[src/rtl/core/epa_pkg.sv]
// Shared types and constants for the encoder position accumulator.
package epa_pkg;

   localparam int unsigned READING_W  = 19;
   localparam int unsigned POSITION_W = 32;
   localparam int unsigned DELTA_W    = 19;
   localparam int unsigned STEP_W     = 16;
   localparam int unsigned CSR_DATA_W = 32;
   localparam int unsigned CSR_ADDR_W = 4;

   // Raw difference is one bit wider than a reading so it can go negative.
   localparam int unsigned DIFF_W = READING_W + 1;

   localparam logic signed [DIFF_W-1:0] ANGLE_HALF_TURN     = 20'sd180000;
   localparam logic signed [DIFF_W-1:0] ANGLE_NEG_HALF_TURN = -20'sd180000;
   localparam logic signed [DIFF_W-1:0] ANGLE_FULL_TURN     = 20'sd360000;

   localparam logic [STEP_W-1:0] QUAD_STEP_RESET = 16'd360;

   typedef enum logic [1:0] {
      REG_MODE      = 2'd0,
      REG_INVERT    = 2'd1,
      REG_QUAD_STEP = 2'd2
   } reg_index_type;

   typedef enum logic {
      REQ_SAMPLE = 1'b0,
      REQ_LOAD   = 1'b1
   } req_kind_type;

   typedef enum logic {
      MODE_ABSOLUTE   = 1'b0,
      MODE_QUADRATURE = 1'b1
   } mode_type;

   typedef struct packed {
      mode_type          mode;
      logic              invert;
      logic [STEP_W-1:0] quad_step;
   } cfg_type;

endpackage

[src/rtl/core/encoder_position_accumulator.sv]
// Top level of the encoder position accumulator: input stage, update stage, result register.
// An accepted item waits in the input register and moves to the result register when it can.
// Throughput: one item per cycle unless stalled; the update stage reads and writes the count.
// An input register ahead of the result register lets an item be taken while a result waits.
// Reset (synchronous, active high) clears the count, the reference and both valid flags,
// and sets mode to absolute, invert off and the quadrature step to 360.
module encoder_position_accumulator (
   input  logic                                    clock,
   input  logic                                    reset,
   // Input channel.
   input  logic                                    req_valid,
   output logic                                    req_stall,
   input  logic                                    req_type,
   input  logic [epa_pkg::READING_W-1:0]           req_reading,
   input  logic [epa_pkg::POSITION_W-1:0]          req_load_value,
   // Result channel.
   output logic                                    rsp_valid,
   input  logic                                    rsp_stall,
   output logic [epa_pkg::POSITION_W-1:0]          rsp_position,
   output logic signed [epa_pkg::DELTA_W-1:0]      rsp_applied_delta,
   // Configuration port.
   input  logic                                    psel,
   input  logic                                    penable,
   input  logic                                    pwrite,
   input  logic [epa_pkg::CSR_ADDR_W-1:0]          paddr,
   input  logic [epa_pkg::CSR_DATA_W-1:0]          pwdata,
   output logic [epa_pkg::CSR_DATA_W-1:0]          prdata,
   output logic                                    pready
);

   epa_pkg::cfg_type cfg;

   // Input stage.
   logic                            s1_valid_ff, s1_valid_in;
   epa_pkg::req_kind_type           s1_kind_ff;
   logic [epa_pkg::READING_W-1:0]   s1_reading_ff;
   logic [epa_pkg::POSITION_W-1:0]  s1_load_ff;

   // Tracking state.
   logic [epa_pkg::READING_W-1:0]   prev_reading_ff, prev_reading_in;
   logic [epa_pkg::POSITION_W-1:0]  position_ff, position_in;
   logic                            ref_taken_ff, ref_taken_in;

   // Result register.
   logic                            rsp_valid_ff, rsp_valid_in;
   logic [epa_pkg::POSITION_W-1:0]  rsp_position_ff, rsp_position_in;
   logic signed [epa_pkg::DELTA_W-1:0] rsp_delta_ff, rsp_delta_in;

   logic                            out_ready;
   logic                            req_accept;
   logic                            s1_fire;
   logic signed [epa_pkg::DELTA_W-1:0] sample_delta;

   epa_csr u_csr (
      .clock   (clock),
      .reset   (reset),
      .psel    (psel),
      .penable (penable),
      .pwrite  (pwrite),
      .paddr   (paddr),
      .pwdata  (pwdata),
      .prdata  (prdata),
      .pready  (pready),
      .cfg     (cfg)
   );

   epa_delta u_delta (
      .reading  (s1_reading_ff),
      .previous (prev_reading_ff),
      .cfg      (cfg),
      .delta    (sample_delta)
   );

   // The result register can take a new value when it is empty or being drained.
   assign out_ready  = !rsp_valid_ff || !rsp_stall;
   assign s1_fire    = s1_valid_ff && out_ready;
   // The input stage only holds back when its item cannot move on.
   assign req_stall  = s1_valid_ff && !out_ready;
   assign req_accept = req_valid && !req_stall;

   assign s1_valid_in = req_accept ? 1'b1 : (s1_fire ? 1'b0 : s1_valid_ff);

   always_ff @(posedge clock) begin
      if (reset) begin
         s1_valid_ff <= 1'b0;
      end else begin
         s1_valid_ff <= s1_valid_in;
      end
   end

   always_ff @(posedge clock) begin
      if (req_accept) begin
         s1_kind_ff    <= epa_pkg::req_kind_type'(req_type);
         s1_reading_ff <= req_reading;
         s1_load_ff    <= req_load_value;
      end
   end

   // Update stage: a load presets the count, the first sample only takes the
   // reference, and every later sample adds its decoded delta.
   always_comb begin
      prev_reading_in = prev_reading_ff;
      position_in     = position_ff;
      ref_taken_in    = ref_taken_ff;
      rsp_position_in = rsp_position_ff;
      rsp_delta_in    = rsp_delta_ff;
      if (s1_fire) begin
         rsp_delta_in = '0;
         if (s1_kind_ff == epa_pkg::REQ_LOAD) begin
            position_in = s1_load_ff;
         end else if (!ref_taken_ff) begin
            prev_reading_in = s1_reading_ff;
            ref_taken_in    = 1'b1;
         end else begin
            prev_reading_in = s1_reading_ff;
            position_in     = position_ff + epa_pkg::POSITION_W'(sample_delta);
            rsp_delta_in    = sample_delta;
         end
         rsp_position_in = position_in;
      end
   end

   assign rsp_valid_in = s1_fire ? 1'b1 : (rsp_stall ? rsp_valid_ff : 1'b0);

   always_ff @(posedge clock) begin
      if (reset) begin
         rsp_valid_ff    <= 1'b0;
         ref_taken_ff    <= 1'b0;
         prev_reading_ff <= '0;
         position_ff     <= '0;
      end else begin
         rsp_valid_ff    <= rsp_valid_in;
         ref_taken_ff    <= ref_taken_in;
         prev_reading_ff <= prev_reading_in;
         position_ff     <= position_in;
      end
   end

   always_ff @(posedge clock) begin
      rsp_position_ff <= rsp_position_in;
      rsp_delta_ff    <= rsp_delta_in;
   end

   assign rsp_valid         = rsp_valid_ff;
   assign rsp_position      = rsp_position_ff;
   assign rsp_applied_delta = rsp_delta_ff;

endmodule

[src/rtl/core/epa_csr.sv]
// Configuration registers behind the APB-style port.
module epa_csr (
   input  logic                             clock,
   input  logic                             reset,
   input  logic                             psel,
   input  logic                             penable,
   input  logic                             pwrite,
   input  logic [epa_pkg::CSR_ADDR_W-1:0]   paddr,
   input  logic [epa_pkg::CSR_DATA_W-1:0]   pwdata,
   output logic [epa_pkg::CSR_DATA_W-1:0]   prdata,
   output logic                             pready,
   output epa_pkg::cfg_type                 cfg
);

   epa_pkg::cfg_type cfg_ff;
   epa_pkg::cfg_type cfg_in;
   logic             wr_en;
   logic [1:0]       reg_sel;

   assign pready  = 1'b1;
   assign wr_en   = psel && penable && pwrite;
   assign reg_sel = paddr[3:2];
   assign cfg     = cfg_ff;

   always_comb begin
      cfg_in = cfg_ff;
      if (wr_en) begin
         case (reg_sel)
            epa_pkg::REG_MODE: begin
               cfg_in.mode = epa_pkg::mode_type'(pwdata[0]);
            end
            epa_pkg::REG_INVERT: begin
               cfg_in.invert = pwdata[0];
            end
            epa_pkg::REG_QUAD_STEP: begin
               cfg_in.quad_step = pwdata[epa_pkg::STEP_W-1:0];
            end
            default: begin
               cfg_in = cfg_ff;
            end
         endcase
      end
   end

   always_ff @(posedge clock) begin
      if (reset) begin
         cfg_ff.mode      <= epa_pkg::MODE_ABSOLUTE;
         cfg_ff.invert    <= 1'b0;
         cfg_ff.quad_step <= epa_pkg::QUAD_STEP_RESET;
      end else begin
         cfg_ff <= cfg_in;
      end
   end

   always_comb begin
      prdata = '0;
      case (reg_sel)
         epa_pkg::REG_MODE:      prdata[0] = cfg_ff.mode;
         epa_pkg::REG_INVERT:    prdata[0] = cfg_ff.invert;
         epa_pkg::REG_QUAD_STEP: prdata[epa_pkg::STEP_W-1:0] = cfg_ff.quad_step;
         default:                prdata = '0;
      endcase
   end

endmodule

[src/rtl/core/epa_delta.sv]
// Delta decode: absolute unwrap or quadrature transition, then optional negation.
module epa_delta (
   input  logic [epa_pkg::READING_W-1:0]       reading,
   input  logic [epa_pkg::READING_W-1:0]       previous,
   input  epa_pkg::cfg_type                    cfg,
   output logic signed [epa_pkg::DELTA_W-1:0]  delta
);

   logic signed [epa_pkg::DIFF_W-1:0]  diff;
   logic signed [epa_pkg::DIFF_W-1:0]  unwrapped;
   logic signed [epa_pkg::DELTA_W-1:0] abs_delta;
   logic signed [epa_pkg::DELTA_W-1:0] quad_delta;
   logic signed [epa_pkg::DELTA_W-1:0] step;
   logic signed [epa_pkg::DELTA_W-1:0] raw_delta;
   logic [1:0]                         now_ph;
   logic [1:0]                         old_ph;

   assign diff = $signed({1'b0, reading}) - $signed({1'b0, previous});

   always_comb begin
      if (diff >= epa_pkg::ANGLE_HALF_TURN) begin
         unwrapped = diff - epa_pkg::ANGLE_FULL_TURN;
      end else if (diff <= epa_pkg::ANGLE_NEG_HALF_TURN) begin
         unwrapped = diff + epa_pkg::ANGLE_FULL_TURN;
      end else begin
         unwrapped = diff;
      end
   end

   // After unwrapping the value always fits in the delta width.
   assign abs_delta = unwrapped[epa_pkg::DELTA_W-1:0];

   assign now_ph = reading[1:0];
   assign old_ph = previous[1:0];
   assign step   = $signed({{(epa_pkg::DELTA_W - epa_pkg::STEP_W){1'b0}}, cfg.quad_step});

   always_comb begin
      if ((now_ph == 2'd3 && old_ph == 2'd1) || (now_ph == 2'd0 && old_ph == 2'd2)) begin
         quad_delta = step;
      end else if ((now_ph == 2'd2 && old_ph == 2'd0) || (now_ph == 2'd1 && old_ph == 2'd3)) begin
         quad_delta = -step;
      end else begin
         quad_delta = '0;
      end
   end

   assign raw_delta = (cfg.mode == epa_pkg::MODE_QUADRATURE) ? quad_delta : abs_delta;
   assign delta     = cfg.invert ? -raw_delta : raw_delta;

endmodule

[config.mk]
export PLATFORM = sky130hd
export DESIGN_NAME = encoder_position_accumulator
export DESIGN_NICKNAME = d
export VERILOG_FILES = /design/src/rtl/core/epa_pkg.sv /design/src/rtl/core/encoder_position_accumulator.sv /design/src/rtl/core/epa_csr.sv /design/src/rtl/core/epa_delta.sv
export SDC_FILE = /design/constraint.sdc
export NUM_CORES = 1
export LEC_CHECK = 0
export ABC_AREA = 1
export CAP_MARGIN = 20
export CORE_ASPECT_RATIO = 0.6
export CORE_MARGIN = 10
export CORE_UTILIZATION = 45
export CTS_CLUSTER_SIZE = 28
export DETAILED_ROUTE_END_ITERATION = 7
export DONT_BUFFER_PORTS = 1
export GPL_TIMING_DRIVEN = 0
export SLEW_MARGIN = 30
export SYNTH_ARGS = -nofsm -noshare
export SYNTH_HDL_FRONTEND = slang
export SYNTH_HIERARCHICAL = 1
export SYNTH_SLANG_ARGS = --single-unit
export TNS_END_PERCENT = 50
[constraint.sdc]
create_clock -name clock -period 12.45 [get_ports clock]
set_input_delay 1.8675 -clock clock [delete_from_list [all_inputs] [get_ports clock]]
set_output_delay 1.8675 -clock clock [all_outputs]
set_load 0.05 [all_outputs]
* Word-level counts from Yosys, hierarchy flattened
Index checks and enable logic that the tools add are counted.
** Word-level totals
- Register bits after elaboration :: 175
- Output and inout bits :: 86
** Operators by class
- Add/subtract/negate cells :: 6
- Magnitude comparators :: 2
- Equality and inequality tests :: 9
- Multiplexer cells :: 14
- Bitwise gates (word level) :: 2
- Reduce and logical (&&, ||, !) cells :: 25
** Operators by type and width (count)
- $mux W19 :: 6
- $mux W32 :: 2
- $add A32 B32 Y32 :: 1
- $ge A20 B19 Y1 const B :: 1
- $le A20 B19 Y1 const B :: 1
- $sub A19 B19 Y20 :: 1
- $add A19 B19 Y19 const B :: 1
- $neg A16 Y19 :: 1
- $neg A19 Y19 :: 1
- $sub A19 B19 Y19 const B :: 1
- $mux W15 :: 1
- $eq A2 B2 Y1 const B :: 5
- $logic_and A1 B1 Y1 :: 9
- $reduce_and A2 Y1 :: 4
- $eq A2 B1 Y1 const B :: 3
- $logic_not A2 Y1 :: 3
- $logic_not A1 Y1 :: 4
- $mux W1 :: 4
- $logic_or A1 B1 Y1 :: 3
- $pmux W1 S3 :: 1
- $ne A2 B1 Y1 const B :: 1
- $not A1 Y1 :: 2
- $reduce_bool A2 Y1 :: 1
- $reduce_or A2 Y1 :: 1

* Logic depth before layout (Yosys ltp)
- Depth after elaboration :: 11
- Mapped depth :: 50

* Cells and area by module
Netlist, hierarchy kept.
** By module, submodules not included
- encoder_position_accumulator :: instances 1, cells an instance 1084, area an instance 8488.1 µm²
- epa_delta :: instances 1, cells an instance 674, area an instance 3390.8 µm²
- epa_csr :: instances 1, cells an instance 169, area an instance 1081.0 µm²

* Worst setup path after synthesis
No wires, ideal clock.
- Path kind :: register to register
- Start :: register s1_reading_ff[0] (netlist name)
- End :: register rsp_position_ff, in the netlist rsp_position[29], data pin
- Library setup time :: 0.254 ns
- Arrival :: 4.839 ns
- Data required time :: 12.196 ns
- Slack :: 7.358 ns
- Stages on the path, launching flop included :: 45
- Period minus slack after synthesis :: 5.092 ns
- Cell sequence :: edfxtp_1 -> inv_1 -> ha_1 -> inv_1 -> fa_1 -> nand2_1 -> nand2_1 -> nand3_1 -> nand2_1 -> xor2_1 -> inv_1 -> ha_1 -> nand2_1 -> nand2_1 -> nor2_1 -> nand3_1 -> nand2_1 -> nand2_1 -> [... 9 more ...] -> nand2_1 -> nor2_2 -> nand2_1 -> nand2_2 -> nand2_1 -> nand2_1 -> nand2_1 -> ha_1 -> nand2_1 -> inv_1 -> a21oi_1 -> nand2_1 -> a21oi_1 -> nand2_1 -> nand2_1 -> nand3_1 -> nand2_1 -> nand2_1
** Between the ends
- Word-level cells in the longest chain between the ends :: 11
- Elaborated cells on any way between the ends :: 25
- Those cells by class :: add/sub: 5; order compare: 2; eq/ne: 3; mux: 8; reduce/logical: 7
** RTL lines
- start, declared :: line encoder_position_accumulator.sv:36 : logic [epa_pkg::READING_W-1:0] s1_reading_ff;
- start signal, assigned :: line encoder_position_accumulator.sv:94 : s1_reading_ff <= req_reading;
- parallel branches: the longest is 5 deep, another holds $sub A19 B19 Y20
- $mux W19 (*) :: line epa_delta.sv:47 : assign raw_delta = (cfg.mode == epa_pkg::MODE_QUADRATURE) ? quad_delta : abs_delta;
- $neg A19 Y19 :: line epa_delta.sv:48 : assign delta = cfg.invert ? -raw_delta : raw_delta;
- $mux W19 (*) :: line epa_delta.sv:48
- named net sample_delta, one bit :: line encoder_position_accumulator.sv:52 : logic signed [epa_pkg::DELTA_W-1:0] sample_delta;
- $add A32 B32 Y32 (*) :: line encoder_position_accumulator.sv:116 : position_in = position_ff + epa_pkg::POSITION_W'(sample_delta);
- $mux W32 (*) :: line encoder_position_accumulator.sv:111 : end else if (!ref_taken_ff) begin
- $mux W32 (*) :: line encoder_position_accumulator.sv:109 : if (s1_kind_ff == epa_pkg::REQ_LOAD) begin
- end signal, assigned :: line encoder_position_accumulator.sv:140 : rsp_position_ff <= rsp_position_in;
- end, declared :: line encoder_position_accumulator.sv:46 : logic [epa_pkg::POSITION_W-1:0] rsp_position_ff, rsp_position_in;
Mark *: on every way through the listed nets, which the timed path passes.
A chain may end at the register's enable or synchronous reset.

* Final worst setup path
- Start :: register s1_reading_ff[0] (netlist name)
- End :: register position_ff[28] (netlist name)
** Between the ends
- Word-level cells in the longest chain between the ends :: 11
- Elaborated cells on any way between the ends :: 25
- Those cells by class :: add/sub: 5; order compare: 2; eq/ne: 3; mux: 8; reduce/logical: 7
** RTL lines
- parallel branches: the longest is 5 deep, another holds $sub A19 B19 Y20
- $mux W19 (*) :: line epa_delta.sv:47
- $neg A19 Y19 :: line epa_delta.sv:48
- $mux W19 (*) :: line epa_delta.sv:48
- named net sample_delta, one bit :: line encoder_position_accumulator.sv:52
- $add A32 B32 Y32 (*) :: line encoder_position_accumulator.sv:116
- $mux W32 (*) :: line encoder_position_accumulator.sv:111
- $mux W32 (*) :: line encoder_position_accumulator.sv:109
- end signal, assigned :: line encoder_position_accumulator.sv:135 : position_ff <= position_in;
- end, declared :: line encoder_position_accumulator.sv:41 : logic [epa_pkg::POSITION_W-1:0] position_ff, position_in;
Marked as above.

==> impl_metrics.csv <==
group,metric,value,unit
status,status,"complete, no violations",
route,ant_nets,0,
worst_setup_path,setup.worst_path.start_class,"flip-flop",
global_routing,grt_pass1_vias,10500,
place,dp_hpwl,34.6,mm
final_layout,fillers,2947,
logic_synthesis,synth_top_family_by_area,"simple AND/OR/NAND/NOR gates",
logic_synthesis,netlist_instances,1927,
global_routing,grt_pass1_wl,63.9,mm
logic_synthesis,yosysTopAreaCellShare,23.9,%
place,placed_cells,2318,
cts,cts_setup_buffers,0,
route,vias,12100,
logic_synthesis,post-synth-top-count-cell,"nand2_1",
sta,max_freq,135,MHz
die,core,0.0286,mm2
final_layout,multi_input_area,0.00675,mm2
sta,slew_viol_final,0,
worst_setup_path,cpMostUsedCell,"nand2_1",
sta,finalClockSkew,22.0,ps
sta,fin_crit_sh,59.5,%
logic_synthesis,yosys-top-cells-area,"edfxtp_1, nand2_1, dfxtp_1, inv_1, nand3_1",
global_routing,track_usage,23.5,%
logic_synthesis,async_reset_ff_share,0,%
worst_setup_path,ff2ff_path_depth,44,
cts,cts_resized,0,
worst_setup_path,reg2reg_from,"s1_reading_ff[0]$_DFFE_PP_",
route,post_drt_via_cell_ratio,5.14,
logic_synthesis,yosysTopAreaCell,"edfxtp_1",
sta,final-hold-violation-count,0,
logic_synthesis,synth_edf_count,103,
global_routing,overflow,0,
logic_synthesis,synthSimpleGateAreaFrac,34.7,%
place,place.port_buffers,0,
global_routing,grt_max_degree,61,
place,routabilityCongestion,0.968,
power,ir_drop,0.0916,mV
die,die_area,0.0362,mm2
logic_synthesis,yosys.area_share.adder,5.62,%
logic_synthesis,synthFlopType,"edfxtp_1",
cts,path_clk_slew,80,ps
logic_synthesis,synth.avg_cell_area,6.73,um2
final_layout,post-route-util,49.3,%
die,num_rows,48,
cts,clockBufferDepth,2,
final_layout,fin_nets,2114,
worst_setup_path,worstSetupEndpointType,"flip-flop",
sta,maxSlewHeadroom,33.6,%
final_layout,ff_latch_area,0.00453,mm2
cts,htree_num_levels,4,
sta,setup_slack,5040,ps
logic_synthesis,synthTopCellsByCount,"nand2_1, inv_1, nor2_1",
power,p_per_area,143,mW/mm2
die,dieHeight,151,um
sta,tightest_slew,992,ps
power,power_leakage,0.00709,uW
cts,clkLatencyLatePin,470,ps
worst_setup_path,timing_worst_setup_path_type,"reg2reg",
cts,ctsHoldBuffers,0,
die,pin_count,181,
cts,root_buffer,"clkbuf_16",
route,dr.pass1.iters,7,
route,wl_per_cell,18.1,um
sta,setup_viol,0,
worst_hold_path,hp-start,"prev_reading_ff[5]$_SDFFE_PP0P_",
cts,cts_inserted_buffers,17,
run,max_cap_violations,0,
logic_synthesis,yosys_warnings,6,
logic_synthesis,yosysSeqAreaShare,35.0,%
route,initialDrtViolationCount,1334,
final_layout,drive_gt1_share,8.76,%
global_routing,antenna_found_initial,1,
final_layout,instances_no_fill,2351,
worst_setup_path,reg2reg_slack,5040,ps
logic_synthesis,synthMuxAreaShare,0,%
route,wl,42.7,mm
die,die_width,239,um
worst_setup_path,cp_slowest_stage_delay,620,ps
logic_synthesis,synth_compound_area_share,8.16,%
cts,clkSinkCount,175,
worst_setup_path,arrival,7780,ps
logic_synthesis,syn_area,0.0130,mm2
worst_setup_path,r2r-end,"position_ff[28]$_SDFFE_PP0P_",
sta,fin_tns_setup,0,ps
die,initial_core_util,45.3,%
final_layout,syn2layout_area_growth,8.75,%
sta,rsz0062_at_grt,"false",
worst_setup_path,worstPathRequired,12820,ps
route,drc_errors,0,
worst_hold_path,hp-class,"reg2reg",
place,dp_slack,5320,ps
logic_synthesis,yosys_register_bits,175,
logic_synthesis,synth_xor_area_share,3.12,%
sta,fin_crit,7410,ps
cts,cts_tree,"done",
logic_synthesis,yosysUniqueCellTypes,59,
worst_setup_path,crit_fanout,15,
worst_setup_path,worst_path_max_delay_cell,"ha_1",
worst_hold_path,holdPathEnd,"prev_reading_ff[5]$_SDFFE_PP0P_",
worst_hold_path,hold_depth,2,
-- routing by layer --
layer | GRT usage, % | vias up | part of all wire (%)
met5 | 0 | - | 0
met4 | 5.04 | 0 | 0.89
met3 | 7.59 | 20 | 11
met2 | 28.7 | 470 | 35
met1 | 37.4 | 5518 | 53
li1 | - | 6068 | -
-- final cells by class --
| cell class | count | share of cell area, % |
|---|---|---|
| multi-input cells | 1343 | 47.9 |
| flip-flops and latches | 175 | 32.2 |
| inverters | 363 | 9.72 |
| well taps | 375 | 3.33 |
| clock buffers | 17 | 3.02 |
| plain buffers | 61 | 2.61 |
| clock inverters | 15 | 1.07 |
| repair buffers | 1 | 0.195 |
| diodes | 1 | 0.0178 |
-- worst max path at each step --
| stage | start | end | depth (start not counted) |
|---|---|---|---|
| final | s1_reading_ff[0]$_DFFE_PP_ | position_ff[28]$_SDFFE_PP0P_ | 44 |
| after global routing | s1_reading_ff[0]$_DFFE_PP_ | position_ff[28]$_SDFFE_PP0P_ | 46 |
| after CTS | s1_reading_ff[0]$_DFFE_PP_ | position_ff[28]$_SDFFE_PP0P_ | 46 |
| after detailed placement | s1_reading_ff[0]$_DFFE_PP_ | position_ff[28]$_SDFFE_PP0P_ | 46 |
| after global placement | s1_reading_ff[0]$_DFFE_PP_ | rsp_position[28]$_DFFE_PP_ | 44 |
| after floorplan | s1_reading_ff[0]$_DFFE_PP_ | rsp_position[29]$_DFFE_PP_ | 44 |
-- critical path, delay by kind of cell, from the launching register on --
kind	cells	cell delay, ps
adder cells (fa/ha/maj)	4	1530
buffers and inverters	5	580
XOR/XNOR	1	420
flip-flops	1	490
AO/OA/AOI/OAI	2	600
AND/OR/NAND/NOR	32	3670
-- through the flow --
stage	hold slack (ps)	power, uW	cell area [um2]
6_report	463	2020	14100
5_1_grt	481	2140	14100
4_1_cts	466	2010	14100
3_5_place_dp	454	1460	13500
3_3_place_gp	449	1460	13500
2_1_floorplan	441	1250	13000
-- registers in the layout (all words and copies together) (netlist names) --
| signal | count |
|---|---|
| s1_valid_ff | 1 |
| s1_kind_ff | 1 |
| s1_load_ff | 32 |
| rsp_valid | 1 |
| rsp_position | 32 |
| prev_reading_ff | 19 |
| ref_taken_ff | 1 |
| u_csr/cfg | 18 |
| rsp_applied_delta | 19 |
| s1_reading_ff | 19 |
| position_ff | 32 |
-- cells in the final DEF (no fill, tap or decap), types with 6 or more instances in the layout --
| cell | count |
|---|---|
| a21oi_1 | 98 |
| buf_1 | 6 |
| buf_2 | 8 |
| buf_4 | 19 |
| clkbuf_1 | 21 |
| clkbuf_16 | 17 |
| clkinv_1 | 6 |
| conb_1 | 17 |
| dfxtp_1 | 72 |
| edfxtp_1 | 103 |
| ha_1 | 55 |
| inv_1 | 331 |
| inv_2 | 26 |
| nand2_1 | 595 |
| nand2_2 | 34 |
| nand2_4 | 8 |
| nand3_1 | 154 |
| nand3_2 | 11 |
| nand3b_1 | 7 |
| nand4_1 | 13 |
| nor2_1 | 164 |
| nor2_2 | 10 |
| nor3_1 | 18 |
| o21ai_0 | 54 |
| o21ai_1 | 11 |
| o21bai_1 | 8 |
| xnor2_1 | 9 |
| xor2_1 | 34 |
-- power by group --
group	switching (uW)	internal [uW]
combinational	550	222
sequential	56.1	650
clock	277	266
total	883	1140
-- logic make-up (layout without fill, tap and decap cells) --
| kind of cell | Yosys count | in the layout |
|---|---|---|
| and+or+nand+nor | 1033 | 1033 |
| buffers and inverters | 424 | 457 |
| AOI/OAI and AO/OA | 192 | 192 |
| DFF | 175 | 175 |
| adders and majority gates | 57 | 57 |
| xor gates and xnor gates | 44 | 44 |
| other | 2 | 18 |
No activity file was read; power rests on OpenSTA's default activity.
